[src/design/divsu_pkg.sv]
`timescale 1ns / 1ps
// Shared types and constants for the signed/unsigned pipelined divider.
// No dependencies; every other file in this folder imports this package.
package divsu_pkg;

	// Width of every payload port.
	localparam int FIELD_W = 64;

	// Default operand width carried through the cell array.
	localparam int DATA_W_DEF = 64;

	// Operation codes.
	localparam logic OP_UNSIGNED = 1'b0;
	localparam logic OP_SIGNED   = 1'b1;

	// Control that travels beside the data through every stage.
	typedef struct packed {
		logic valid;
		logic neg_q;
		logic neg_r;
		logic den_zero;
	} divsu_ctl_t;

endpackage

[src/design/divsu_prep.sv]
`timescale 1ns / 1ps
// Entry stage: trims the operands to the datapath width and takes magnitudes.
// Depends on divsu_pkg.
module divsu_prep #(
	parameter int DATA_WIDTH = divsu_pkg::DATA_W_DEF
) (
	input  logic                           clk,
	input  logic                           arst_n,
	input  logic                           load,
	input  logic                           operation,
	input  logic [divsu_pkg::FIELD_W-1:0]  dividend,
	input  logic [divsu_pkg::FIELD_W-1:0]  divisor,
	output logic [DATA_WIDTH-1:0]          num,
	output logic [DATA_WIDTH-1:0]          den,
	output divsu_pkg::divsu_ctl_t          ctl
);
	import divsu_pkg::*;

	logic [DATA_WIDTH-1:0] n;
	logic [DATA_WIDTH-1:0] d;
	logic                  n_neg;
	logic                  d_neg;
	logic [DATA_WIDTH-1:0] un;
	logic [DATA_WIDTH-1:0] ud;
	logic [DATA_WIDTH-1:0] num_s1;
	logic [DATA_WIDTH-1:0] den_s1;
	logic                  valid_s1;
	logic                  neg_q_s1;
	logic                  neg_r_s1;
	logic                  den_zero_s1;

	// Take the low bits and the signs of both operands
	assign n     = dividend[DATA_WIDTH-1:0];
	assign d     = divisor[DATA_WIDTH-1:0];
	assign n_neg = (operation == OP_SIGNED) && n[DATA_WIDTH-1];
	assign d_neg = (operation == OP_SIGNED) && d[DATA_WIDTH-1];
	assign un    = n_neg ? ({DATA_WIDTH{1'b0}} - n) : n;
	assign ud    = d_neg ? ({DATA_WIDTH{1'b0}} - d) : d;

	// Advance the transfer valid flag
	always_ff @(posedge clk or negedge arst_n) begin
		if (!arst_n) begin
			valid_s1 <= 1'b0;
		end else begin
			valid_s1 <= load;
		end
	end

	// Hold magnitudes and result sign flags
	always_ff @(posedge clk) begin
		num_s1      <= un;
		den_s1      <= ud;
		neg_q_s1    <= n_neg ^ d_neg;
		neg_r_s1    <= n_neg;
		den_zero_s1 <= (d == {DATA_WIDTH{1'b0}});
	end

	assign num = num_s1;
	assign den = den_s1;
	assign ctl = '{valid: valid_s1, neg_q: neg_q_s1, neg_r: neg_r_s1,
		den_zero: den_zero_s1};

endmodule

[config.mk]
export PLATFORM = sky130hd
export DESIGN_NAME = divsu_prep
export DESIGN_NICKNAME = d
export VERILOG_FILES = /design/src/design/divsu_pkg.sv /design/src/design/divsu_prep.sv
export SDC_FILE = /design/constraint.sdc
export NUM_CORES = 1
export LEC_CHECK = 0
export BUFFER_PORTS_ARGS = -buffer_cell sky130_fd_sc_hd__buf_2
export CAP_MARGIN = 30
export CORE_MARGIN = 4
export CORE_UTILIZATION = 30
export CTS_BUF_LIST = sky130_fd_sc_hd__clkbuf_4
export DETAILED_ROUTE_END_ITERATION = 12
export GPL_ROUTABILITY_DRIVEN = 0
export PLACE_DENSITY_LB_ADDON = 0.1
export SLEW_MARGIN = 20
export SYNTH_ARGS = -nofsm -noshare
export SYNTH_HDL_FRONTEND = slang
export SYNTH_SLANG_ARGS = --single-unit
[constraint.sdc]
create_clock -name clk -period 1.5 [get_ports clk]
set_input_delay 0.075 -clock clk [delete_from_list [all_inputs] [get_ports clk]]
set_output_delay 0.075 -clock clk [all_outputs]
set_load 0.02 [all_outputs]
# Word level (Yosys, flattened, before mapping)
# Cells that the tools add are included.
# classes
addsub	2
multipliers	0
n_div	0
magnitude_cmp	0
n_eq_ne	0
shifts	0
muxes	2
n_bitwise	1
reduce_logical	3
# op_table
op	n
64-bit two-way mux	2
1-bit by 64-bit subtractor with 64-bit output (first input constant)	2
64-bit zero test	1
1-bit logical AND	2
1-bit bitwise XOR	1
# word_totals
register_bits	132
latch_bits	0
ramBits	0
mem_bits_ro	0
inputBits	132
output_inout_bits	132
elab_cells	14
mem_count	0

# Logic depth before layout (Yosys ltp)
# depth
word_depth	2
ltp_mapped	8
ltp_nobuf	7

# Least setup slack after synthesis
# No wires, ideal clock.
# synth_timing
path_kind	input -> register
from	input dividend[18] (netlist bit)
to	register num_s1[47] (netlist: num[47])
setup_ns	0.127
arrival_time_ns	1.926
t_required_ns	1.373
setup_slack_ns	-0.553
cell_stages	5
n_path_buf	0
cell_sequence	or4_1 > or4_4 > nor4_4 > a41oi_1 > xor2_1
# synth_between
elab_chain_cells	2
# synth_lines
item	line_no	rtl
from (decl)	divsu_prep.sv:11	input logic [divsu_pkg::FIELD_W-1:0] dividend,
1-bit by 64-bit subtractor with 64-bit output	divsu_prep.sv:37	assign un = n_neg ? ({DATA_WIDTH{1'b0}} - n) : n;
64-bit two-way mux	divsu_prep.sv:37	
named net un[47]	divsu_prep.sv:23	logic [DATA_WIDTH-1:0] un;
to (signal assigned)	divsu_prep.sv:51	num_s1 <= un;
to (decl)	divsu_prep.sv:25	logic [DATA_WIDTH-1:0] num_s1;
# The timed path passes the listed nets, and every way through them passes these cells.

# Worst setup path after layout
# layout_timing
from	input divisor[3] (netlist bit)
to	register den_s1[50] (netlist: den[50])
# layout_between
elab_chain_cells	2
# layout_lines
item	line_no	rtl
from (decl)	divsu_prep.sv:12	input logic [divsu_pkg::FIELD_W-1:0] divisor,
1-bit by 64-bit subtractor with 64-bit output	divsu_prep.sv:38	assign ud = d_neg ? ({DATA_WIDTH{1'b0}} - d) : d;
64-bit two-way mux	divsu_prep.sv:38	
named net ud[50]	divsu_prep.sv:24	logic [DATA_WIDTH-1:0] ud;
to (signal assigned)	divsu_prep.sv:52	den_s1 <= ud;
to (decl)	divsu_prep.sv:26	logic [DATA_WIDTH-1:0] den_s1;
# The timed path passes the listed nets, and every way through them passes these cells.

==> impl_metrics.tcl <==
set metrics [dict create \
    clk_pin_slew_worst_paths_ns 0.12 \
    hp-start "divisor[25]" \
    num_vias 6470 \
    startpoint_type "input port" \
    max-clock-path-buffers 2 \
    yosys.area_share.adder 0.004500 \
    rsz0062_at_grt "yes" \
    synth-simple-area-share 0.1782 \
    finalCriticalPeriod_ns 1.547 \
    utilization 0.5994 \
    grt_max_degree 51 \
    boundaryPins 264 \
    cp-end-kind "register" \
    fin_cells 1407 \
    total_power_uw 8714 \
    power_density_mw_per_mm2 803.8 \
    fp.dieW_um 144.1 \
    yosys.area.top_type "dfxtp_1" \
    initialDrtViolationCount 220 \
    grt.met2_usage 0.3626 \
    gr-usage-met1 0.2143 \
    drt-total-wl_um 21580 \
    maxCapViolCount 0 \
    synth_seq_cells 132 \
    top_usage_layer "met2" \
    yosys.area.top_type_share 0.4716 \
    cts_tree "yes" \
    grt_use_met3 0.06448 \
    gr-total-overflow 0 \
    peakVddDrop_v 0.0003818 \
    min_path_type "in2reg" \
    clockRootBuffer "clkbuf_4" \
    tightest_slew_ns 0.4925 \
    arrival_ns 1.98 \
    drtPass1Iterations 6 \
    maxSlewHeadroom 0.6691 \
    synth_compound_area_frac 0.1132 \
    ys_types 40 \
    rows 49 \
    synth_xor_area_frac 0.1937 \
    cts_buffers 17 \
    cp_slowest_cell "or4_4" \
    n_fill_cell 1583 \
    syn_to_final_growth_pct 94.96 \
    fmax_ghz 0.6462 \
    core_mm2 0.01809 \
    synthMuxAreaShare 0 \
    dp_cells 1225 \
    antenna_found_initial 4 \
    synth_area_mm2 0.005560 \
    ant_nets 0 \
    hold_ws_ns -0.0007362 \
    critPathKind "in2reg" \
    synth_nets 728 \
    fin_nets 1297 \
    dieArea_mm2 0.02078 \
    post-dp-hpwl_um 15140 \
    routedWlPerCell_um 15.33 \
    grt_usage 0.1977 \
    required_ns 1.93 \
    path_max_fanout 7 \
    slowest_delay_ns 0.55 \
    hold_violations 1 \
    holdPathStages 3 \
    grt_pass1_wl_um 32450 \
    io_buffers 263 \
    grt_pass1_vias 6697 \
    worstPathCellList "buf_6 -> or4_4 -> or3_4 -> nor3_4 -> clkbuf_16 -> a31oi_4 -> xor2_1" \
    synth_area_leaders "dfxtp_1, xor2_1, xnor2_1" \
    whs_endpoint "den[25]" \
    violations "hold timing, setup timing" \
    start_util 0.3074 \
    ys_seq_area_frac 0.4761 \
    cts-htree-levels 4 \
    setup_slack_ns -0.04745 \
    drc 0 \
    viasPerCell 4.598 \
    synth_top_family_by_area "XOR/XNOR gates" \
    slew_viol_final 0 \
    postSynthAreaPerCell_um2 9.361 \
    status "finished, violations left" \
    total_leakage_power_uw 0.005102 \
    syn_inst 594 \
    yosys_warnings 0 \
    clock-sinks 132 \
    drive_gt1_frac 0.4638 \
    setup_violations 7 \
    dieHeight_um 144.1 \
    finalCritPeriodShare 1.032 \
]
report_power, final:
group | switching, uW | internal [uW]
clock | 1390 | 992
combinational | 1250 | 1110
sequential | 104 | 3870
critical path, delay by kind of cell:
kind | cells | cell delay [ns]
AOI/OAI and AO/OA | 1 | 0.09
xor gates and xnor gates | 1 | 0.17
buffers and inverters | 2 | 0.33
and+or+nand+nor | 3 | 1.31
timing repair:
item / 4_1_cts / 5_1_grt
endpoints found under the hold margin: 132 / 4
hold buffers: 142 / 4
pin swaps: 2 / 26
resized for setup: 7 / 45
endpoints found under the setup margin: 20 / 68
setup buffers: 1 / 8
cloned: 0 / 3
cells in the mapped netlist (all sizes together):
library cell / count
nand2: 17
and4b: 1
inv: 21
nand3: 9
a21boi: 2
o31ai: 10
a41oi: 3
xnor2: 41
nor2: 63
nor3b: 3
and3: 1
dfxtp: 131
nand2b: 3
nand4: 5
nor3: 34
o21ai: 11
ha: 2
xor2: 82
a21oi: 51
or4: 11
and2: 2
buf: 8
or2: 1
or3: 8
nand3b: 2
a31oi: 26
dfrtp: 1
nor4b: 1
clkbuf: 16
o41ai: 4
nor4: 24
logic make-up (layout without fill, tap and decap cells):
kind of cell / Yosys count / after routing
AO/OA/AOI/OAI: 107 / 107
XOR/XNOR: 123 / 123
adder cells (fa/ha/maj): 2 / 2
buffers and inverters: 45 / 626
flip-flops: 132 / 132
other: 0 / 3
AND/OR/NAND/NOR: 185 / 185
stage by stage:
| step | TNS, ns | setup slack, ns | cell area, um^2 |
|---|---|---|---|
| finish | -0.1480 | -0.04745 | 10840 |
| global route | -0.3517 | -0.07046 | 10840 |
| CTS | -0.02638 | -0.009266 | 10510 |
| global placement | -44.71 | -0.6997 | 8776 |
| floorplan | -27.39 | -0.5392 | 6027 |
| detailed placement | -46.25 | -0.7248 | 8776 |
cell usage in the layout, fill, tap and decap left out, drive strengths merged, types with 4 or more instances in the layout:
master,count
clkinv,6
inv,22
dlygate4sd3,139
a31oi,26
nor3,34
clkinvlp,4
a21oi,51
dfxtp,131
xor2,82
o41ai,4
or3,8
nand3,9
dlymetal6s4s,6
or4,11
nand4,5
clkbuf,23
nor2,63
nor4,24
o21ai,11
buf,424
nand2,17
xnor2,41
o31ai,10
per-layer routing:
metal | vias up | share of wire
li1 | 3218 | -
met1 | 3021 | 0.41
met2 | 194 | 0.51
met3 | 33 | 0.066
met4 | 4 | 0.021
met5 | - | 0.0019
how the worst max path moves through the flow:
| stage | from | end | slack (ns) | depth (start not counted) |
|---|---|---|---|---|
| after floorplan | dividend[18] | num[47] | -0.54 | 5 |
| after global placement | dividend[18] | num[47] | -0.70 | 7 |
| after detailed placement | dividend[18] | num[47] | -0.72 | 7 |
| after CTS | dividend[18] | num[52] | -0.009 | 8 |
| after global routing | divisor[22] | den[50] | -0.07 | 9 |
| final | divisor[3] | den[50] | -0.05 | 7 |
state kept, by name (all words and copies together), names as in the netlist:
register	flops
valid_s1	1
neg_r_s1	1
num	64
den	64
neg_q_s1	1
den_zero_s1	1
cell type report:
type | count | area (um^2) | share of cell area
multi-input combinational | 417 | 3302 | 0.3046
timing repair buffer | 574 | 4247 | 0.3917
antenna | 3 | 7.507 | 0.0006925
clock inverter | 13 | 136.4 | 0.01258
tap | 229 | 286.5 | 0.02643
inverter | 21 | 78.83 | 0.007271
clock buffer | 18 | 135.1 | 0.01247
sequential | 132 | 2648 | 0.2442
Note: power is estimated with default switching activity, not from simulation.
