### config.mk
export PLATFORM = sky130hd
export DESIGN_NAME = divsu_post
export DESIGN_NICKNAME = d
export VERILOG_FILES = /design/src/design/divsu_pkg.sv /design/src/design/divsu_post.sv
export SDC_FILE = /design/constraint.sdc
export NUM_CORES = 1
export LEC_CHECK = 0
export ABC_CLOCK_PERIOD_IN_PS = 800
export BUFFER_PORTS_ARGS = -buffer_cell sky130_fd_sc_hd__clkbuf_2
export CAP_MARGIN = 20
export CORE_MARGIN = 1
export CORE_UTILIZATION = 48
export DETAILED_ROUTE_END_ITERATION = 8
export GPL_TIMING_DRIVEN = 1
export PLACE_DENSITY = 0.9
export SYNTH_ARGS = -nofsm -noshare
export SYNTH_HDL_FRONTEND = slang
export SYNTH_SLANG_ARGS = --single-unit
### constraint.sdc
create_clock -name clk -period 0.8 [get_ports clk]
set_clock_uncertainty 0.15 [all_clocks]
set_input_delay 0.08 -clock clk [delete_from_list [all_inputs] [get_ports clk]]
set_output_delay 0.08 -clock clk [all_outputs]
set_load 0.01 [all_outputs]
### src/design/divsu_pkg.sv
`timescale 1ns / 1ps
// Shared types and constants for the signed/unsigned pipelined divider.
// No dependencies; every other file in this folder imports this package.
package divsu_pkg;

	// Width of every payload port.
	localparam int FIELD_W = 64;

	// Default operand width carried through the cell array.
	localparam int DATA_W_DEF = 64;

	// Operation codes.
	localparam logic OP_UNSIGNED = 1'b0;
	localparam logic OP_SIGNED   = 1'b1;

	// Control that travels beside the data through every stage.
	typedef struct packed {
		logic valid;
		logic neg_q;
		logic neg_r;
		logic den_zero;
	} divsu_ctl_t;

endpackage

### src/design/divsu_post.sv
`timescale 1ns / 1ps
// Exit stage: applies result signs, forces zero results on a zero divisor, drives outputs.
// Depends on divsu_pkg.
module divsu_post #(
	parameter int DATA_WIDTH = divsu_pkg::DATA_W_DEF
) (
	input  logic                          clk,
	input  logic                          arst_n,
	input  divsu_pkg::divsu_ctl_t         ctl_in,
	input  logic [DATA_WIDTH-1:0]         quo_in,
	input  logic [DATA_WIDTH-1:0]         rem_in,
	output logic                          done,
	output logic [divsu_pkg::FIELD_W-1:0] quotient,
	output logic [divsu_pkg::FIELD_W-1:0] remainder
);
	import divsu_pkg::*;

	logic [DATA_WIDTH-1:0] q_fix;
	logic [DATA_WIDTH-1:0] r_fix;
	logic [DATA_WIDTH-1:0] quo_s1;
	logic [DATA_WIDTH-1:0] rem_s1;
	logic                  done_s1;

	// Negate magnitudes as the operand signs require; drop results on a zero divisor
	always_comb begin
		q_fix = ctl_in.neg_q ? ({DATA_WIDTH{1'b0}} - quo_in) : quo_in;
		r_fix = ctl_in.neg_r ? ({DATA_WIDTH{1'b0}} - rem_in) : rem_in;
		if (ctl_in.den_zero) begin
			q_fix = {DATA_WIDTH{1'b0}};
			r_fix = {DATA_WIDTH{1'b0}};
		end
	end

	// Strobe the finished transfer for one cycle
	always_ff @(posedge clk or negedge arst_n) begin
		if (!arst_n) begin
			done_s1 <= 1'b0;
		end else begin
			done_s1 <= ctl_in.valid;
		end
	end

	// Hold the result payload
	always_ff @(posedge clk) begin
		quo_s1 <= q_fix;
		rem_s1 <= r_fix;
	end

	assign done      = done_s1;
	assign quotient  = FIELD_W'(quo_s1);
	assign remainder = FIELD_W'(rem_s1);

endmodule

==> impl_metrics.tcl, run 1 <==
set metrics [dict create \
    die_w_um 115 \
    syn-cell-area_um2 6140 \
    syn-mean-instance-area_um2 8.79 \
    dp_cells 1297 \
    gp_congestion 0.890 \
    cts_buffer_depth 2 \
    start_util_pct 50.2 \
    io_buffers 262 \
    synth_seq_cells 129 \
    stop_error "[ERROR GRT-0116] Global routing finished with congestion. Check the congestion regions in the DRC Viewer." \
    seq_area_frac_synth_pct 42.2 \
    postPlaceCellArea_um2 9650 \
    htree_levels 4 \
    syn-num-nets 834 \
    grt_pass1_vias 10950 \
    ys_warn_count 0 \
    track_usage_pct 74.9 \
    grt-ovfl-total 5 \
    hpwl_um 17100 \
    synthCells 698 \
    grt_pass1_wl_um 72100 \
    synth_cell_types 41 \
    ioPinCount 263 \
    numCtsBuffers 17 \
    cts_sinks 129 \
    rows 40 \
    cts_root_buffer "clkbuf_16" \
    status "stopped before the end" \
    haltStage "global routing" \
    grt_max_degree 44 \
    die_h_um 115 \
]
-- layer usage --
layer | GRT usage [%] | overflow
met4 | 74.3 | 3
met3 | 60.8 | 0
met1 | 75.2 | 0
met5 | 15.6 | 0
met2 | 92.1 | 2
-- Yosys cell counts, drive strengths merged --
cell type / count / area, um2
and3b: 1 / 8.76
buf: 1 / 5.00
clkbuf: 35 / 131
dfrtp: 1 / 25.0
dfxtp: 128 / 2560
ha: 2 / 25.0
inv: 6 / 22.5
mux2i: 2 / 20.0
nand2: 37 / 139
nand2b: 4 / 25.0
nand3: 10 / 55.1
nand3b: 3 / 22.5
nand4: 6 / 43.8
nand4b: 3 / 32.5
nor2: 152 / 571
nor2b: 2 / 12.5
nor3: 10 / 55.1
nor4: 12 / 115
nor4b: 4 / 65.1
o21ai: 36 / 180
o31ai: 44 / 330
o41ai: 23 / 231
or2: 8 / 50.1
or3: 15 / 93.8
or3b: 2 / 17.5
or4: 26 / 200
or4b: 1 / 10.0
xnor2: 2 / 17.5
xor2: 122 / 1070
-- what timing repair did --
action                                 in CTS
endpoints found under the hold margin     129
hold buffers                                7
setup endpoints to repair                 249
gates resized for setup                   263
buffers inserted                           33
pin swaps                                 139
-- kinds of logic after synthesis --
group / after synthesis / synth area share, %
multiplexers: 2 / 0.326
adder cells (fa/ha/maj): 2 / 0.408
XOR/XNOR: 124 / 17.7
flip-flops: 129 / 42.2
AO/OA/AOI/OAI: 103 / 12.1
buffers and inverters: 42 / 2.59
AND/OR/NAND/NOR: 296 / 24.7
-- through the flow --
stage / utilization (%) / hold WS [ps] / worst slack (ps)
CTS: 97.4 / -244 / -1060
detailed placement: 79.0 / -293 / -1720
global placement: 79.0 / -292 / -1580
floorplan: - / -366 / -1460
==> inputs of run 2 (changes only) <==
- CORE_UTILIZATION: 48 -> 35
- PLACE_DENSITY: 0.9 -> default
- PLACE_DENSITY_LB_ADDON: default -> 0.15
==> run 2 against run 1 <==
Compared with the run above: synthesized cell count stayed put; area after synthesis unchanged; the flow now finishes, with violations (hold timing, setup timing).
==> impl_metrics.tcl, run 2 <==
set metrics [dict create \
    status "finished, violations left" \
    violations "hold timing, setup timing" \
    rows 48 \
    holdPathEnd "remainder[0]" \
    cts_tree "yes" \
    power_density_nw_per_um2 1600 \
    synth_seq_cells 129 \
    timing.final.crit_share_pct 234 \
    leakage_nw 5.86 \
    synth_cell_types 41 \
    arrival_ps 2040 \
    fin_util_pct 73.8 \
    hold-worst-slack_ps -222 \
    cts_buffer_depth 2 \
    track_usage_pct 23.5 \
    hold_depth 3 \
    hpwl_um 14900 \
    vias_per_cell 4.90 \
    vias 7035 \
    power_frac_comb_pct 21.5 \
    first_iter_violations 251 \
    worst_slew_pin_slew_ps 452 \
    max_freq_ghz 0.534 \
    synth.top_cell.area_share_pct 41.8 \
    crit_fanout 4 \
    power_mw 20.4 \
    ioPinCount 263 \
    design_area_um2 12700 \
    start_util_pct 35.6 \
    postPlaceCellArea_um2 9810 \
    gp_congestion 0.847 \
    dp_cells 1362 \
    numCtsBuffers 17 \
    rsz0062_at_grt "yes" \
    tns_ps -137190 \
    min_period_ps 1870 \
    syn-num-nets 834 \
    yosys-top-cells-count "nor2_1, dfxtp_1, xor2_1, o31ai_1, nand2_1" \
    cts_sinks 129 \
    switchingPower_mw 5.36 \
    hp-class "in -> reg" \
    core_area_um2 17200 \
    ant_nets 0 \
    final_cell_mix "buf_4, nor2_1, clkbuf_2" \
    finalSetupViolCount 249 \
    grt_pass1_wl_um 33500 \
    pre_cts_slack_ps -1630 \
    seq_area_frac_synth_pct 42.2 \
    drive_gt1_share_pct 66.1 \
    drc 0 \
    endpoint_kind "register" \
    htree_levels 4 \
    wl_per_cell_um 15.4 \
    grt-ovfl-total 0 \
    synth-edff-count 0 \
    areaGrowthSynthToFinish_pct 107 \
    drv_slew 0 \
    cts_hold_buf 9 \
    ys_warn_count 0 \
    final_nets 1335 \
    cts_root_buffer "clkbuf_16" \
    cp-start-kind "input port" \
    post-synth-top-count-cell "nor2_1" \
    ir_worst_vdd_mv 1.58 \
    yosys.area.top_type "dfxtp_1" \
    power_frac_seq_pct 35.3 \
    swShare_pct 26.3 \
    fp.dieArea_um2 18100 \
    stdcell_count 1437 \
    antenna_found_initial 0 \
    finalHoldViolCount 125 \
    worstSetupPathType "in -> reg" \
    io_buffers 262 \
    syn-cell-area_um2 6140 \
    fin_ws_ps -1070 \
    grt_pass1_vias 6873 \
    postSynth.asyncResetShare_pct 0.775 \
    max-slew-margin-rel_pct 69.6 \
    hp-start "rem_in[0]" \
    crit_start "rem_in[23]" \
    diodes 0 \
    clkPwrFrac_pct 43.1 \
    synthFlopType "dfxtp_1" \
    cap_violations 0 \
    firstDrtPassIters 5 \
    cp.required_ps 960 \
    syn-mean-instance-area_um2 8.79 \
    yosys-top-cells-area "dfxtp_1, xor2_1, nor2_1, o31ai_1, or4_1" \
    p_int_mw 15.0 \
    clk_pin_slew_ps 60 \
    die_h_um 134 \
    wl_um 22100 \
    layout_commonest_cell "buf_4" \
    grt_max_degree 36 \
    die_w_um 134 \
    synthCells 698 \
]
[run 2: cell counts after synthesis]
Identical to the previous run, type by type.
[run 2: how the worst max path moves through the flow]
stage,end,slack (ps),cells past startpoint
floorplan,remainder[53],-1460,7
global placement,remainder[63],-1630,8
detailed placement,remainder[63],-1630,8
CTS,remainder[58],-1030,9
global route,remainder[57],-1140,8
finish,remainder[41],-1070,8
[run 2: metal layers]
metal  routed length, um  track usage [%]  vias to the layer above
li1                    -                -                     3448
met1                9260             28.4                     3347
met2               11200             40.0                      198
met3                1040             5.56                       42
met4                 642             9.36                        0
met5                   0                0                        -
[run 2: area by class of cell]
type | count | area [um2]
multi-input combinational | 527 | 4910
fill | 1195 | 4520
tap | 225 | 282
clock inverter | 12 | 204
timing repair buffer | 518 | 4130
sequential | 129 | 2680
clock buffer | 20 | 457
inverter | 6 | 57.6
[run 2: critical path: stages]
cell and delay [ps]:
buf_6 90, or4_4 590, nor4_4 280, buf_4 190, nand4b_4 150, o41ai_2 350
xor2_1 240, nor2_1 70
[run 2: cells by family (layout without fill, tap and decap cells)]
logic type | count (synthesis) | in the layout | synth area share (%)
flops | 129 | 129 | 42.2
fa+ha+maj | 2 | 2 | 0.408
xor+xnor | 124 | 124 | 17.7
buf+inv | 42 | 556 | 2.59
mux | 2 | 2 | 0.326
compound gates | 103 | 103 | 12.1
simple gates | 296 | 296 | 24.7
[run 2: what timing repair did]
| action | in CTS | in global routing |
|---|---|---|
| setup endpoints to repair | 249 | 249 |
| gates resized for setup | 215 | 295 |
| setup buffers | 20 | 22 |
| endpoints found under the hold margin | 130 | 123 |
| pin swaps | 119 | 112 |
[run 2: power groups by stage]
| stage | Combinational, mW | Sequential (mW) | Clock (mW) |
|---|---|---|---|
| floorplan | 1.30 | 7.49 | 0 |
| global placement | 3.48 | 7.23 | 0 |
| detailed placement | 3.51 | 7.24 | 0 |
| CTS | 3.91 | 7.15 | 8.91 |
| global route | 4.72 | 7.25 | 9.17 |
| finish | 4.39 | 7.21 | 8.80 |
No activity file was read; power rests on OpenSTA's default activity.
==> inputs of run 3 (changes only) <==
- ABC_AREA: default -> 1
==> run 3 against run 2 <==
Compared with the run above: the run still ends with hold timing, setup timing left; critical path depth up 4; global-route usage up 5.6 points; final cell count up 49%; highest routed layer unchanged; non-clock buffer count up 59; critical endpoint is now quotient[62]; synthesized cell count up 84%; fmax up 55%; clock-buffer cell count up 2; combinational power up 28%; setup slack better by 660 ps; largest power group unchanged; core utilization down 0.83 points.
==> impl_metrics.tcl, run 3 <==
set metrics [dict create \
    finalSetupViolCount 245 \
    core_area_um2 21000 \
    synthCells 1281 \
    die_w_um 148 \
    finalHoldViolCount 86 \
    ys_warn_count 0 \
    violations "hold timing, setup timing" \
    layout_commonest_cell "nand2_1" \
    fp.dieArea_um2 22000 \
    cap_violations 0 \
    drv_slew 0 \
    syn-cell-area_um2 7490 \
    diodes 0 \
    design_area_um2 15300 \
    dp_cells 2012 \
    cts_root_buffer "clkbuf_16" \
    gp_congestion 0.997 \
    min_period_ps 1210 \
    vias 10700 \
    track_usage_pct 29.1 \
    tns_ps -67420 \
    postSynth.asyncResetShare_pct 0.775 \
    synth_cell_types 30 \
    drc 0 \
    cts_buffer_depth 2 \
    wl_um 34500 \
    drive_gt1_share_pct 56.4 \
    power_density_nw_per_um2 1400 \
    numCtsBuffers 17 \
    fin_ws_ps -410 \
    syn-mean-instance-area_um2 5.84 \
    timing.final.crit_share_pct 151 \
    grt_pass1_wl_um 49600 \
    max-slew-margin-rel_pct 77.0 \
    synth-edff-count 0 \
    areaGrowthSynthToFinish_pct 105 \
    synthFlopType "dfxtp_1" \
    hpwl_um 23500 \
    cp_slowest_cell "nor2_4" \
    syn-num-nets 1417 \
    fin_util_pct 73.0 \
    hold-worst-slack_ps -209 \
    ir_worst_vdd_mv 1.25 \
    slowest_delay_ps 240 \
    antenna_found_initial 0 \
    fillers 1618 \
    worst_slew_pin_slew_ps 341 \
    postPlaceCellArea_um2 11400 \
    vias_per_cell 5.01 \
    leakage_nw 7.05 \
    rows 53 \
    die_h_um 148 \
    status "finished, violations left" \
    cp-start-kind "input port" \
    power_mw 21.5 \
    first_iter_violations 504 \
    cp.buffers_inverters 3 \
    final_nets 1983 \
    ioPinCount 263 \
    yosys-top-cells-count "nand2_1, nor2_1, dfxtp_1, inv_1, a21oi_1" \
    endpoint_kind "register" \
    htree_levels 4 \
    pre_cts_slack_ps -924 \
    stdcell_count 2135 \
    crit_fanout 4 \
    worstSetupPathType "in -> reg" \
    cp.required_ps 1010 \
    firstDrtPassIters 5 \
    rsz0062_at_grt "yes" \
    critical_path.top_delay_family "simple AND/OR/NAND/NOR gates" \
    arrival_ps 1420 \
    clk_pin_slew_ps 60 \
    hp-class "in -> reg" \
    grt_max_degree 27 \
    yosys-top-cells-area "dfxtp_1, nand2_1, nor2_1, a21oi_1, o21ai_0" \
    grt-ovfl-total 0 \
    io_buffers 262 \
    ant_nets 0 \
    start_util_pct 35.6 \
    final_cell_mix "nand2_1, buf_4, nor2_1" \
    max_freq_ghz 0.827 \
    yosys.area.top_type "dfxtp_1" \
    synth.top_cell.area_share_pct 34.2 \
    synth_seq_cells 129 \
    post-synth-top-count-cell "nand2_1" \
    cts_tree "yes" \
    crit_chain "clkbuf_16 > inv_12 > ha_4 > nand2_4 > nand2_8 > nand2_8 > nor2_4 > nand2_2 > nor2_4 > buf_4 > a21oi_1 > nor2_1" \
    cts_sinks 129 \
    grt_pass1_vias 9991 \
    seq_area_frac_synth_pct 34.6 \
    wl_per_cell_um 16.1 \
]
[run 3: kinds of logic (layout without fill, tap and decap cells)]
family                   count (synthesis)  in the layout  share of synthesized area [%]
buffers and inverters                  140            719                           7.25
flip-flops                             129            129                           34.6
adder cells (fa/ha/maj)                  2              2                          0.334
AO/OA/AOI/OAI                          177            177                           12.1
AND/OR/NAND/NOR                        833            833                           45.8
[run 3: path summary, 6_finish.rpt]
kind / from / end / slack (ps) / depth (start not counted)
max: quo_in[1] / quotient[62] / -410 / 12
max in group asynchronous: arst_n / done / 50 / 3
min in group asynchronous: arst_n / done / 340 / 3
min: quo_in[2] / quotient[2] / -210 / 3
[run 3: timing repair]
item / in CTS / in global routing
resized for setup: 369 / 461
hold buffers: 40 / 4
pin swaps: 137 / 138
hold endpoints to repair: 126 / 83
endpoints found under the setup margin: 246 / 252
buffers inserted: 21 / 41
gates cloned: 1 / 0
[run 3: final cells by class]
type	count	area (um2)	area share (%)
Tap cell	275	344	2.24
Clock inverter	10	181	1.18
Inverter	110	483	3.15
Timing Repair Buffer	577	4810	31.4
Multi-Input combinational cell	1012	6390	41.6
Clock buffer	22	464	3.03
Sequential cell	129	2670	17.4
[run 3: per-layer routing]
metal,part of all wire (%),track usage (%)
met4,4.7,11.9
met1,39,34.1
met2,50,52.3
met5,0,0
met3,5.7,4.72
[run 3: power breakdown]
group          internal [mW]  switching (mW)
Sequential              6.92           0.180
Clock                   5.69            3.12
Combinational           2.66            2.97
Total                   15.3            6.27
