$ cat src/design/divsu_pkg.sv
`timescale 1ns / 1ps
// Shared types and constants for the signed/unsigned pipelined divider.
// No dependencies; every other file in this folder imports this package.
package divsu_pkg;

	// Width of every payload port.
	localparam int FIELD_W = 64;

	// Default operand width carried through the cell array.
	localparam int DATA_W_DEF = 64;

	// Operation codes.
	localparam logic OP_UNSIGNED = 1'b0;
	localparam logic OP_SIGNED   = 1'b1;

	// Control that travels beside the data through every stage.
	typedef struct packed {
		logic valid;
		logic neg_q;
		logic neg_r;
		logic den_zero;
	} divsu_ctl_t;

endpackage

$ cat src/design/divsu_cell.sv
`timescale 1ns / 1ps
// One restoring division step: shift in a dividend bit, trial subtract, keep or restore.
// Depends on divsu_pkg.
module divsu_cell #(
	parameter int DATA_WIDTH = divsu_pkg::DATA_W_DEF
) (
	input  logic                  clk,
	input  logic                  arst_n,
	input  divsu_pkg::divsu_ctl_t ctl_in,
	input  logic [DATA_WIDTH-1:0] rem_in,
	input  logic [DATA_WIDTH-1:0] num_in,
	input  logic [DATA_WIDTH-1:0] den_in,
	output divsu_pkg::divsu_ctl_t ctl_out,
	output logic [DATA_WIDTH-1:0] rem_out,
	output logic [DATA_WIDTH-1:0] num_out,
	output logic [DATA_WIDTH-1:0] den_out
);
	import divsu_pkg::*;

	logic [DATA_WIDTH:0]   trial;
	logic [DATA_WIDTH:0]   diff;
	logic                  fits;
	logic [DATA_WIDTH-1:0] rem_s1;
	logic [DATA_WIDTH-1:0] num_s1;
	logic [DATA_WIDTH-1:0] den_s1;
	logic                  valid_s1;
	logic                  neg_q_s1;
	logic                  neg_r_s1;
	logic                  den_zero_s1;

	// Shift the top dividend bit into the partial remainder and compare
	assign trial = {rem_in, num_in[DATA_WIDTH-1]};
	assign diff  = trial - {1'b0, den_in};
	assign fits  = !diff[DATA_WIDTH];

	// Advance the valid flag
	always_ff @(posedge clk or negedge arst_n) begin
		if (!arst_n) begin
			valid_s1 <= 1'b0;
		end else begin
			valid_s1 <= ctl_in.valid;
		end
	end

	// Keep the difference when the divisor fits; quotient bit enters at the bottom
	always_ff @(posedge clk) begin
		rem_s1      <= fits ? diff[DATA_WIDTH-1:0] : trial[DATA_WIDTH-1:0];
		num_s1      <= {num_in[DATA_WIDTH-2:0], fits};
		den_s1      <= den_in;
		neg_q_s1    <= ctl_in.neg_q;
		neg_r_s1    <= ctl_in.neg_r;
		den_zero_s1 <= ctl_in.den_zero;
	end

	assign ctl_out = '{valid: valid_s1, neg_q: neg_q_s1, neg_r: neg_r_s1,
		den_zero: den_zero_s1};
	assign rem_out = rem_s1;
	assign num_out = num_s1;
	assign den_out = den_s1;

endmodule

$ cat config.mk
export PLATFORM = sky130hd
export DESIGN_NAME = divsu_cell
export DESIGN_NICKNAME = d
export VERILOG_FILES = /design/src/design/divsu_pkg.sv /design/src/design/divsu_cell.sv
export SDC_FILE = /design/constraint.sdc
export NUM_CORES = 1
export LEC_CHECK = 0
export ABC_AREA = 1
export BUFFER_PORTS_ARGS = -buffer_cell sky130_fd_sc_hd__buf_2
export CORE_UTILIZATION = 30
export CTS_BUF_LIST = sky130_fd_sc_hd__clkbuf_16
export DETAILED_ROUTE_END_ITERATION = 6
export SLEW_MARGIN = 20
export SYNTH_ARGS = -nofsm -noshare
export SYNTH_HDL_FRONTEND = slang
export SYNTH_SLANG_ARGS = --single-unit
$ cat constraint.sdc
create_clock -name clk -period 0.8 [get_ports clk]
set_clock_uncertainty 0.2 [all_clocks]
set_input_delay 0.2 -clock clk [delete_from_list [all_inputs] [get_ports clk]]
set_output_delay 0.2 -clock clk [all_outputs]
set_load 0.05 [all_outputs]
# After elaboration in Yosys (flattened, before gate mapping)
# Index checks and enable logic that the tools add are counted.
# Widths: inputs -> output; s select.
# totals
output_inout_bits	196
word_cells	10
inputBits	198
regBits	196
# op_classes
mux	1
reduce_logical	1
n_addsub	1
# op_table
op	n
$sub 65x64->65	1
$mux 64	1
$logic_not 1->1	1

# Depth between registers and ports, before layout
# Gate-level depths: netlist of the first run.
# depth
depth_word	2
ltp_mapped	20
mapped_depth_nobuf	18

# Worst setup path before layout of the first run
# No wires, ideal clock.
# synth_timing
path_type	input port to flip-flop
from	input num_in[63]
to	register rem_s1[41], in the netlist rem_out[41]
t_arrival_ns	2.013
path_stages	19
setup_slack_ns	-1.525
setup_time_ns	0.112
required_ns	0.488
path_cell_list	inv_1 > ha_1 > fa_1 > inv_1 > nand2_1 > nand2_1 > nand3_1 > nand2_2 > nand2_1 > nand2_2 > nand2_1 > nand2_2 > nand2_2 > nand3_1 > nand2_2 > buf_12 > buf_12 > nand2_2 > nand2_1
# synth_between
elab_chain_len	2
# synth_lines
item	line_no	rtl
start, declared	divsu_cell.sv:11	input logic [DATA_WIDTH-1:0] num_in,
$sub 65x64->65	divsu_cell.sv:33	assign diff = trial - {1'b0, den_in};
$mux 64	divsu_cell.sv:47	rem_s1 <= fits ? diff[DATA_WIDTH-1:0] : trial[DATA_WIDTH-1:0];
end signal, assigned	divsu_cell.sv:47	
end, declared	divsu_cell.sv:23	logic [DATA_WIDTH-1:0] rem_s1;
# No other way between the ends.

# Final worst setup path of the first run
# layout_timing
from	input num_in[63]
to	register rem_s1[45], in the netlist rem_out[45]
# Same word-level chain as after synthesis.

==> metrics list, run 1 <==
- The number of antenna violations at the first check in global routing is 1.
* Vias: 13900
- Per report_power, the sequential group accounts for 30.2% of the total.
* Count of buffers from port buffering: 393
- Yosys mapped the design onto 32 distinct sky130hd cell types.
* Yosys warning total: 0
- Final routed DRC violation total: 0
* Wire per inst: 16.7 microns
- Static timing analysis puts the maximum clock frequency at 0.475 GHz.
* Reported max-cap violation count: 0
- In the final layout, the multi-input gates occupy 0.00688 sq mm.
* Total wire length: 52800 microns
- Switching part of the total power: 38.6%
- The routed design could run at a clock period as short as 2.10 ns.
* Flip-flop and latch area: 0.00454 sq mm
- The first detailed-routing pass ran for 5 iterations.
- Summing internal, switching and leakage power gives 38.3 mW.
- Measured along the y axis, the die boundary spans 195 microns.
- The first global-routing pass estimated 77600 microns of wire.
* Horizontal die dimension: 195 microns
- Worst path buffer plus inverter count: 5
* Final setup violation count: 261
* Hold Fails Final Rpt: 58
* Kind of cell adding the most delay to the critical path: simple AND/OR/NAND/NOR gates
* Crit-path slowest cell: sky130_fd_sc_hd__fa_2
- Dominant cell type by count on the critical path: sky130_fd_sc_hd__nand2_2
- Unrepaired setup endpoints after global routing: true
- After floorplanning, the core was sized to cover 0.0366 sq mm.
- Of the total power, the clock network draws 22.5%.
- The path class of the tightest hold or removal check is input pin to flop.
- Entering global routing, the biggest net connects 31 pins.
* Post-layout nets: 2940
- The number of pins exceeding their max-slew limit in the final report came to 0.
- Setup slack on the critical path of the routed design comes to -1.30 ns.
- Of all flip-flops after synthesis, the portion carrying an async set or reset was 0.510%.
* Required time of the critical path: 1.00 ns
- Portion of the clock cycle consumed by the worst path in the final layout: 263%
* Average via count per standard cell: 4.39
- Via count of the first global-routing pass: 14200
- For the pin with the worst max-slew slack, the measured transition is 0.378 ns.
* Power Dens Cells: 1700 mW/mm^2
- Worst-path fanout max: 7
* Number of enable-type register cells in the synthesized netlist: 0
- Summing the sequential cell areas from Yosys gives 35.1% of the chip area.
* Growth of design area from synthesis to finish: 101%
- Combinational logic burns 47.3% of the power.
- Inserted Diodes: 0
* Type of destination of the critical path: flop
* IR drop worst, VDD: 1.56 mV
- Setup Crit Path Kind: input pin to flop
* Post-detailed-route count of antenna-violating nets: 0
- Share of cells above drive strength 1: 45.4%
- Remaining global-route overflow: 0
* Most common library cell in the layout ignoring fill and taps: sky130_fd_sc_hd__nand2_1
* Post-synth net total: 2067
* Average cell area after synthesis: 6.20 sq um
* Crit-path max cell delay: 0.37 ns
- The top cell types in the final layout, fill and taps aside, are sky130_fd_sc_hd__nand2_1 (694), sky130_fd_sc_hd__inv_1 (361), sky130_fd_sc_hd__buf_4 (318).
- Number of placement rows: 70
- Root Buffer: sky130_fd_sc_hd__clkbuf_16
* Status: finished with violations
- The wire-length estimate of the detail-placed layout is 38800 microns.
- Worst path cell trace: buf_8 -> inv_8 -> ha_4 -> fa_2 -> inv_2 -> nand2_1 -> nand2_1 -> nand3_2 -> nand2_2 -> nand2_2 -> nand2_2 -> nand2_2 -> nand2_4 -> nand2_4 -> nand2_4 -> nand2_4 -> nand2_8 -> buf_12 -> buf_16 -> nand2_2 -> nand2_1
- Overall die area: 0.0381 sq mm
* Post-synth top flop: sky130_fd_sc_hd__dfxtp_1
- Flip-flop and latch count after synthesis: 196
* Reported net switching power: 14.8 mW
* Worst-case clock buffer depth: 2
- Post-Synthesis Cells: 1804
- The clock net in this run drives a total of 196 sinks.
- Including well taps, the total number of placed cells is 2938.
- In this run, the number of DRC markers left after iteration 0 of detailed routing was 687.
* Max-slew headroom: 74.7%
- Clock-pin slew was measured on the worst setup and hold paths at 0.08 ns.
- The congestion estimate from routability-driven global placement came to 0.908.
- Fill count: 3136
- H-tree depth reported by CTS: 4
* Leak pwr: 12.2 nW
- Excluding fillers, the count of instances in the completed layout stands at 3158.
- Initial Util: 30.5%
* Worst Setup Start Kind: input pin
- Post-Synthesis Cell Area: 0.0112 sq mm
- Internal cell power: 23.5 mW
- The final reports fail on negative hold slack, negative setup slack.
* Worst endpoint data arrival time: 2.30 ns
- Count of pins on the block boundary: 394
- Number of buffers inserted during clock tree synthesis: 17
* CTS tree: done
- Global routing used 27.0% of the available tracks.
- The tightest hold path in the finished design has a slack of -0.341 ns.
## power groups by stage
stage	Combinational, mW	Sequential (mW)	Clock [mW]
6_report	18.1	11.5	8.62
5_1_grt	19.2	11.6	9.21
4_1_cts	17.5	11.5	8.81
3_5_place_dp	14.4	11.5	0
3_3_place_gp	14.3	11.5	0
2_1_floorplan	4.35	14.7	0
## cell usage after synthesis, types with 2 or more instances
master / count / area share, %
sky130_fd_sc_hd__nand2_1: 788 / 26
sky130_fd_sc_hd__buf_8: 2 / 0.27
sky130_fd_sc_hd__nand2_2: 29 / 1.6
sky130_fd_sc_hd__nand4_1: 17 / 0.95
sky130_fd_sc_hd__buf_4: 5 / 0.34
sky130_fd_sc_hd__buf_2: 6 / 0.27
sky130_fd_sc_hd__nor2_2: 7 / 0.39
sky130_fd_sc_hd__ha_1: 64 / 7.2
sky130_fd_sc_hd__buf_12: 3 / 0.54
sky130_fd_sc_hd__o21bai_1: 8 / 0.54
sky130_fd_sc_hd__nor4_1: 3 / 0.17
sky130_fd_sc_hd__inv_1: 388 / 13
sky130_fd_sc_hd__and3_1: 2 / 0.11
sky130_fd_sc_hd__dfxtp_1: 195 / 35
sky130_fd_sc_hd__o21ai_0: 4 / 0.18
sky130_fd_sc_hd__nor2_1: 103 / 3.5
sky130_fd_sc_hd__inv_2: 4 / 0.13
sky130_fd_sc_hd__nand3_1: 70 / 3.1
sky130_fd_sc_hd__xor2_1: 30 / 2.3
sky130_fd_sc_hd__nor3_1: 12 / 0.54
sky130_fd_sc_hd__a21oi_1: 53 / 2.4
## flip-flops by register name, summed over array words and instances, names as in the netlist
signal       count
neg_r_s1         1
rem_out         64
valid_s1         1
den_zero_s1      1
num_out         64
den_out         64
neg_q_s1         1
## layer usage
metal,vias to the layer above,wire length [microns],GRT usage [%]
met5,-,13,0
met2,410,26800,49.9
met1,6315,21800,30.9
met3,78,2620,4.53
li1,7066,-,-
met4,2,1470,9.68
## stage by stage
stage	setup WS (ns)	cell area, sq um	hold WS, ns	utilization [%]	setup TNS, ns
6_report	-1.30	22500	-0.341	61.5	-186.34
5_1_grt	-1.36	22500	-0.358	61.5	-197.07
4_1_cts	-1.22	22100	-0.365	60.2	-188.35
3_5_place_dp	-1.99	17300	-0.210	47.2	-144.11
3_3_place_gp	-1.98	17300	-0.212	47.2	-140.76
2_1_floorplan	-1.39	11800	-0.296	-	-99.24
## layout make-up
class | instances | area share (%)
Timing Repair Buffer | 870 | 37.6
Inverter | 393 | 6.58
Clock inverter | 15 | 0.644
Multi-Input combinational cell | 1199 | 30.6
Clock buffer | 17 | 1.89
Tap cell | 468 | 2.60
Sequential cell | 196 | 20.2
## timing repair
action	4_1_cts	5_1_grt
hold buffers	138	1
buffers inserted	35	6
gates resized for setup	631	107
endpoints found under the setup margin	261	261
hold endpoints to repair	196	60
pin swaps	32	36
gates cloned	9	5
## logic make-up after synthesis
logic type / count (synthesis) / synth area share, %
simple gates: 1037 / 37.3
buf+inv: 410 / 14.7
flops: 196 / 35.1
compound gates: 65 / 3.09
fa+ha+maj: 65 / 7.34
xor+xnor: 31 / 2.43
## final timing paths
path / start / endpoint / cells past startpoint
min in group asynchronous: arst_n / valid_s1 / 2
hold / removal: den_in[0] / den_out[0] / 1
max in group asynchronous: arst_n / valid_s1 / 2
setup / recovery: num_in[63] / rem_out[45] / 21
No activity file was read; power rests on OpenSTA's default activity.
==> inputs of run 2 (changes only) <==
--- a/config.mk
+++ b/config.mk
@@ -12,2 +12,4 @@
 export DETAILED_ROUTE_END_ITERATION = 6
+export GPL_TIMING_DRIVEN = 0
+export PLACE_DENSITY = 0.64
 export SLEW_MARGIN = 20
==> constraint.sdc (replaced) <==
create_clock -name clk -period 0.8 [get_ports clk]
set_clock_uncertainty 0.2 [all_clocks]
set_input_delay 0.12 -clock clk [delete_from_list [all_inputs] [get_ports clk]]
set_output_delay 0.12 -clock clk [all_outputs]
set_load 0.05 [all_outputs]
==> run 2 against run 1 <==
  * The run still ends with negative hold slack, negative setup slack left
  * Non-clock buffer count down 249
  * Final cell count is 7.9% lower
  * Global-route usage shrank 2.0 points
  * Critical path type unchanged
  * Highest routed layer is now met4
==> metrics list, run 2 (same netlist as run 1, synthesis figures left out) <==
- H-tree depth reported by CTS: 4 (unchanged)
* Share of cells above drive strength 1: 38.4% (-7.0 points)
- The number of clock buffers inserted by TritonCTS was 17 (unchanged).
- The switching portion of total power was 40.2% (+1.6 points).
- On the critical path, the stage with the largest delay is an instance of sky130_fd_sc_hd__nor4_4.
* Clock slew seen by the registers of the worst setup and hold paths: 0.08 ns (about the same)
- The internal cell power was 21.2 mW (-9.6%).
* Total wire length: 50400 microns (-4.6%)
- The final reports fail on negative hold slack, negative setup slack.
* Worst Setup Start Kind: input pin
* Count of buffers from port buffering: 393 (unchanged)
* Reported max-cap violation count: 0 (unchanged)
- The tightest hold margin was -0.440 ns (-0.0990 ns).
- Worst path cell trace: buf_2 -> inv_1 -> ha_4 -> nand2_2 -> inv_1 -> nand3_4 -> nor4_4 -> nand2_4 -> nand2_4 -> nand2_4 -> nand2_8 -> buf_12 -> buf_8 -> nand2_1 -> nand2_2
- Reported net switching power: 14.3 mW (-3.3%)
- The flow ran to the end, but the final reports show violations.
- Total Power Consumption: 35.5 mW (-7.2%)
* Post-detailed-route count of antenna-violating nets: 0 (unchanged)
* Detail Placement HPWL: 37600 microns (-3.1%)
- Number of placement rows: 70 (unchanged)
- Final Max Slew Viols: 0 (unchanged)
- The total vias in the final route is 12900 (-7.1%).
- Worst-path fanout max: 6 (-1)
- Upper clock frequency limit: 0.499 GHz (+5.0%)
- Via count of the first global-routing pass: 12900 (-9.4%)
- Average via count per standard cell: 4.43 (+0.89%)
- The proportion of power drawn by the clock network was 23.3% (+0.8 points).
* Unrepaired setup endpoints after global routing: true
- Worst hold-check path type: input pin to flop
- The maximum clock insertion buffer count came to 2 (unchanged).
- The DRC violation count after routing came to 0 (unchanged).
- Total routing usage reported by global routing: 25.0% (-2.0 points)
* Most common library cell in the layout ignoring fill and taps: sky130_fd_sc_hd__nand2_1
- Worst endpoint data arrival time: 2.21 ns (-0.09 ns)
- The final layout net count was 2691 (-8.5%).
- Required time of the critical path: 1.01 ns (about the same)
- Compared with the post-synthesis result, the final layout area differs by 76.2%.
- Slew at the pin with the worst max-slew slack: 0.389 ns (+0.0113 ns)
- The critical path in this run is classified as input pin to flop.
* First-pass GRT wire length: 71100 microns (-8.4%)
- Portion of the clock cycle consumed by the worst path in the final layout: 250% (-13 points)
- First-pass DRT Iterations: 5 (unchanged)
- Horizontal die dimension: 195 microns (unchanged)
* Leak pwr: 10.7 nW (-12%)
* Crit-path max cell delay: 0.41 ns (+0.04 ns)
- Initial Util: 30.5% (unchanged)
* Type of destination of the critical path: flop
* Wire per inst: 17.3 microns (+3.6%)
* Setup_tns: -167.14 ns (+19.21 ns)
* Max-slew headroom: 73.8% (-0.87 points)
- DP Cell Count: 2665 (-9.3%)
* Remaining global-route overflow: 0 (unchanged)
- The maximum number of pins on one net before global-route repair was 19 (-39%).
* Final Util: 53.8% (-7.7 points)
- The power density relative to cell area is 1800 mW/mm^2 (+6.1%).
* Hold Fails Final Rpt: 32 (-45%)
* Final setup violation count: 261 (unchanged)
- Core area: 0.0366 sq mm (unchanged)
- The height of the die is 195 microns (unchanged).
* Time the worst path needs with I/O delays and setup: 2.00 ns (-0.101 ns)
* IR drop worst, VDD: 1.60 mV (+2.8%)
- The final RePlAce weighted congestion was 0.898 (-1.0%).
- In the layout the commonest cells are sky130_fd_sc_hd__nand2_1 (690), sky130_fd_sc_hd__inv_1 (364), sky130_fd_sc_hd__buf_2 (195).
* CTS tree: done
- The total die area is 0.0381 sq mm (unchanged).
* Layout Cells excl Fill: 2909 (-7.9%)
- The sequential fraction of design power was 32.6% (+2.4 points).
- Setup ws final: -1.20 ns (+0.101 ns)
- DRT iter0 DRCs: 588 (-14%)
- Worst setup slack after placement: -2.36 ns (-0.372 ns)
- Relative contribution of combinational cells to total power: 44.1% (-3.2 points)
- Count of pins on the block boundary: 394 (unchanged)
- Dominant cell type by count on the critical path: sky130_fd_sc_hd__nand2_4
* Number of clock sinks: 196 (unchanged)
- In this run the clock root is driven by a sky130_fd_sc_hd__clkbuf_16.
- Initial antenna violation count: 1 (unchanged)
[run 2: what timing repair did]
action,in CTS,in global routing
setup endpoints to repair,261,262
gates cloned,3,5
gates resized for setup,300,731
endpoints found under the hold margin,196,67
hold buffers,132,37
pin swaps,38,24
setup buffers,40,4
[run 2: worst paths after layout]
path                             from           to  slack [ns]  cells after the start
max                        den_in[61]  rem_out[26]       -1.20                     15
min                         den_in[0]   den_out[0]       -0.44                      1
max in group asynchronous      arst_n     valid_s1        0.54                      2
min in group asynchronous      arst_n     valid_s1       -0.23                      2
[run 2: routing by layer]
metal / share of wire (%) / GRT usage, %
met5: 0 / 0
met1: 41 / 28.8
met4: 2.6 / 9.48
met3: 4.3 / 4.16
met2: 52 / 45.8
[run 2: layout make-up]
cell class / count / area, sq um
inverter: 393 / 1480
clock inverter: 14 / 128
antenna: 1 / 2.50
tap: 468 / 586
buffer: 11 / 161
multi-input combinational: 1199 / 6950
clock buffer: 17 / 425
fill: 3406 / 16900
timing repair buffer: 610 / 5800
sequential: 196 / 4170
[run 2: worst max-delay path, delay by kind of cell]
family | cells | cell delay, ns
fa+ha+maj | 1 | 0.31
buf+inv | 5 | 0.58
simple gates | 9 | 1.20
[run 2: power groups by stage]
stage                     clock network [mW]  logic (mW)  registers [mW]
final                                   8.28        15.7            11.6
after global routing                    8.85        16.6            11.7
after CTS                               8.49        13.4            11.2
after detailed placement                   0        11.2            11.3
after global placement                     0        11.2            11.3
after floorplan                            0        4.34            14.8
[run 2: stage by stage]
stage / cell area, sq um / hold slack (ns)
after detailed placement: 14000 / -0.304
final: 19700 / -0.440
after global placement: 14000 / -0.305
after floorplan: 11400 / -0.376
after global routing: 19700 / -0.460
after CTS: 17400 / -0.486
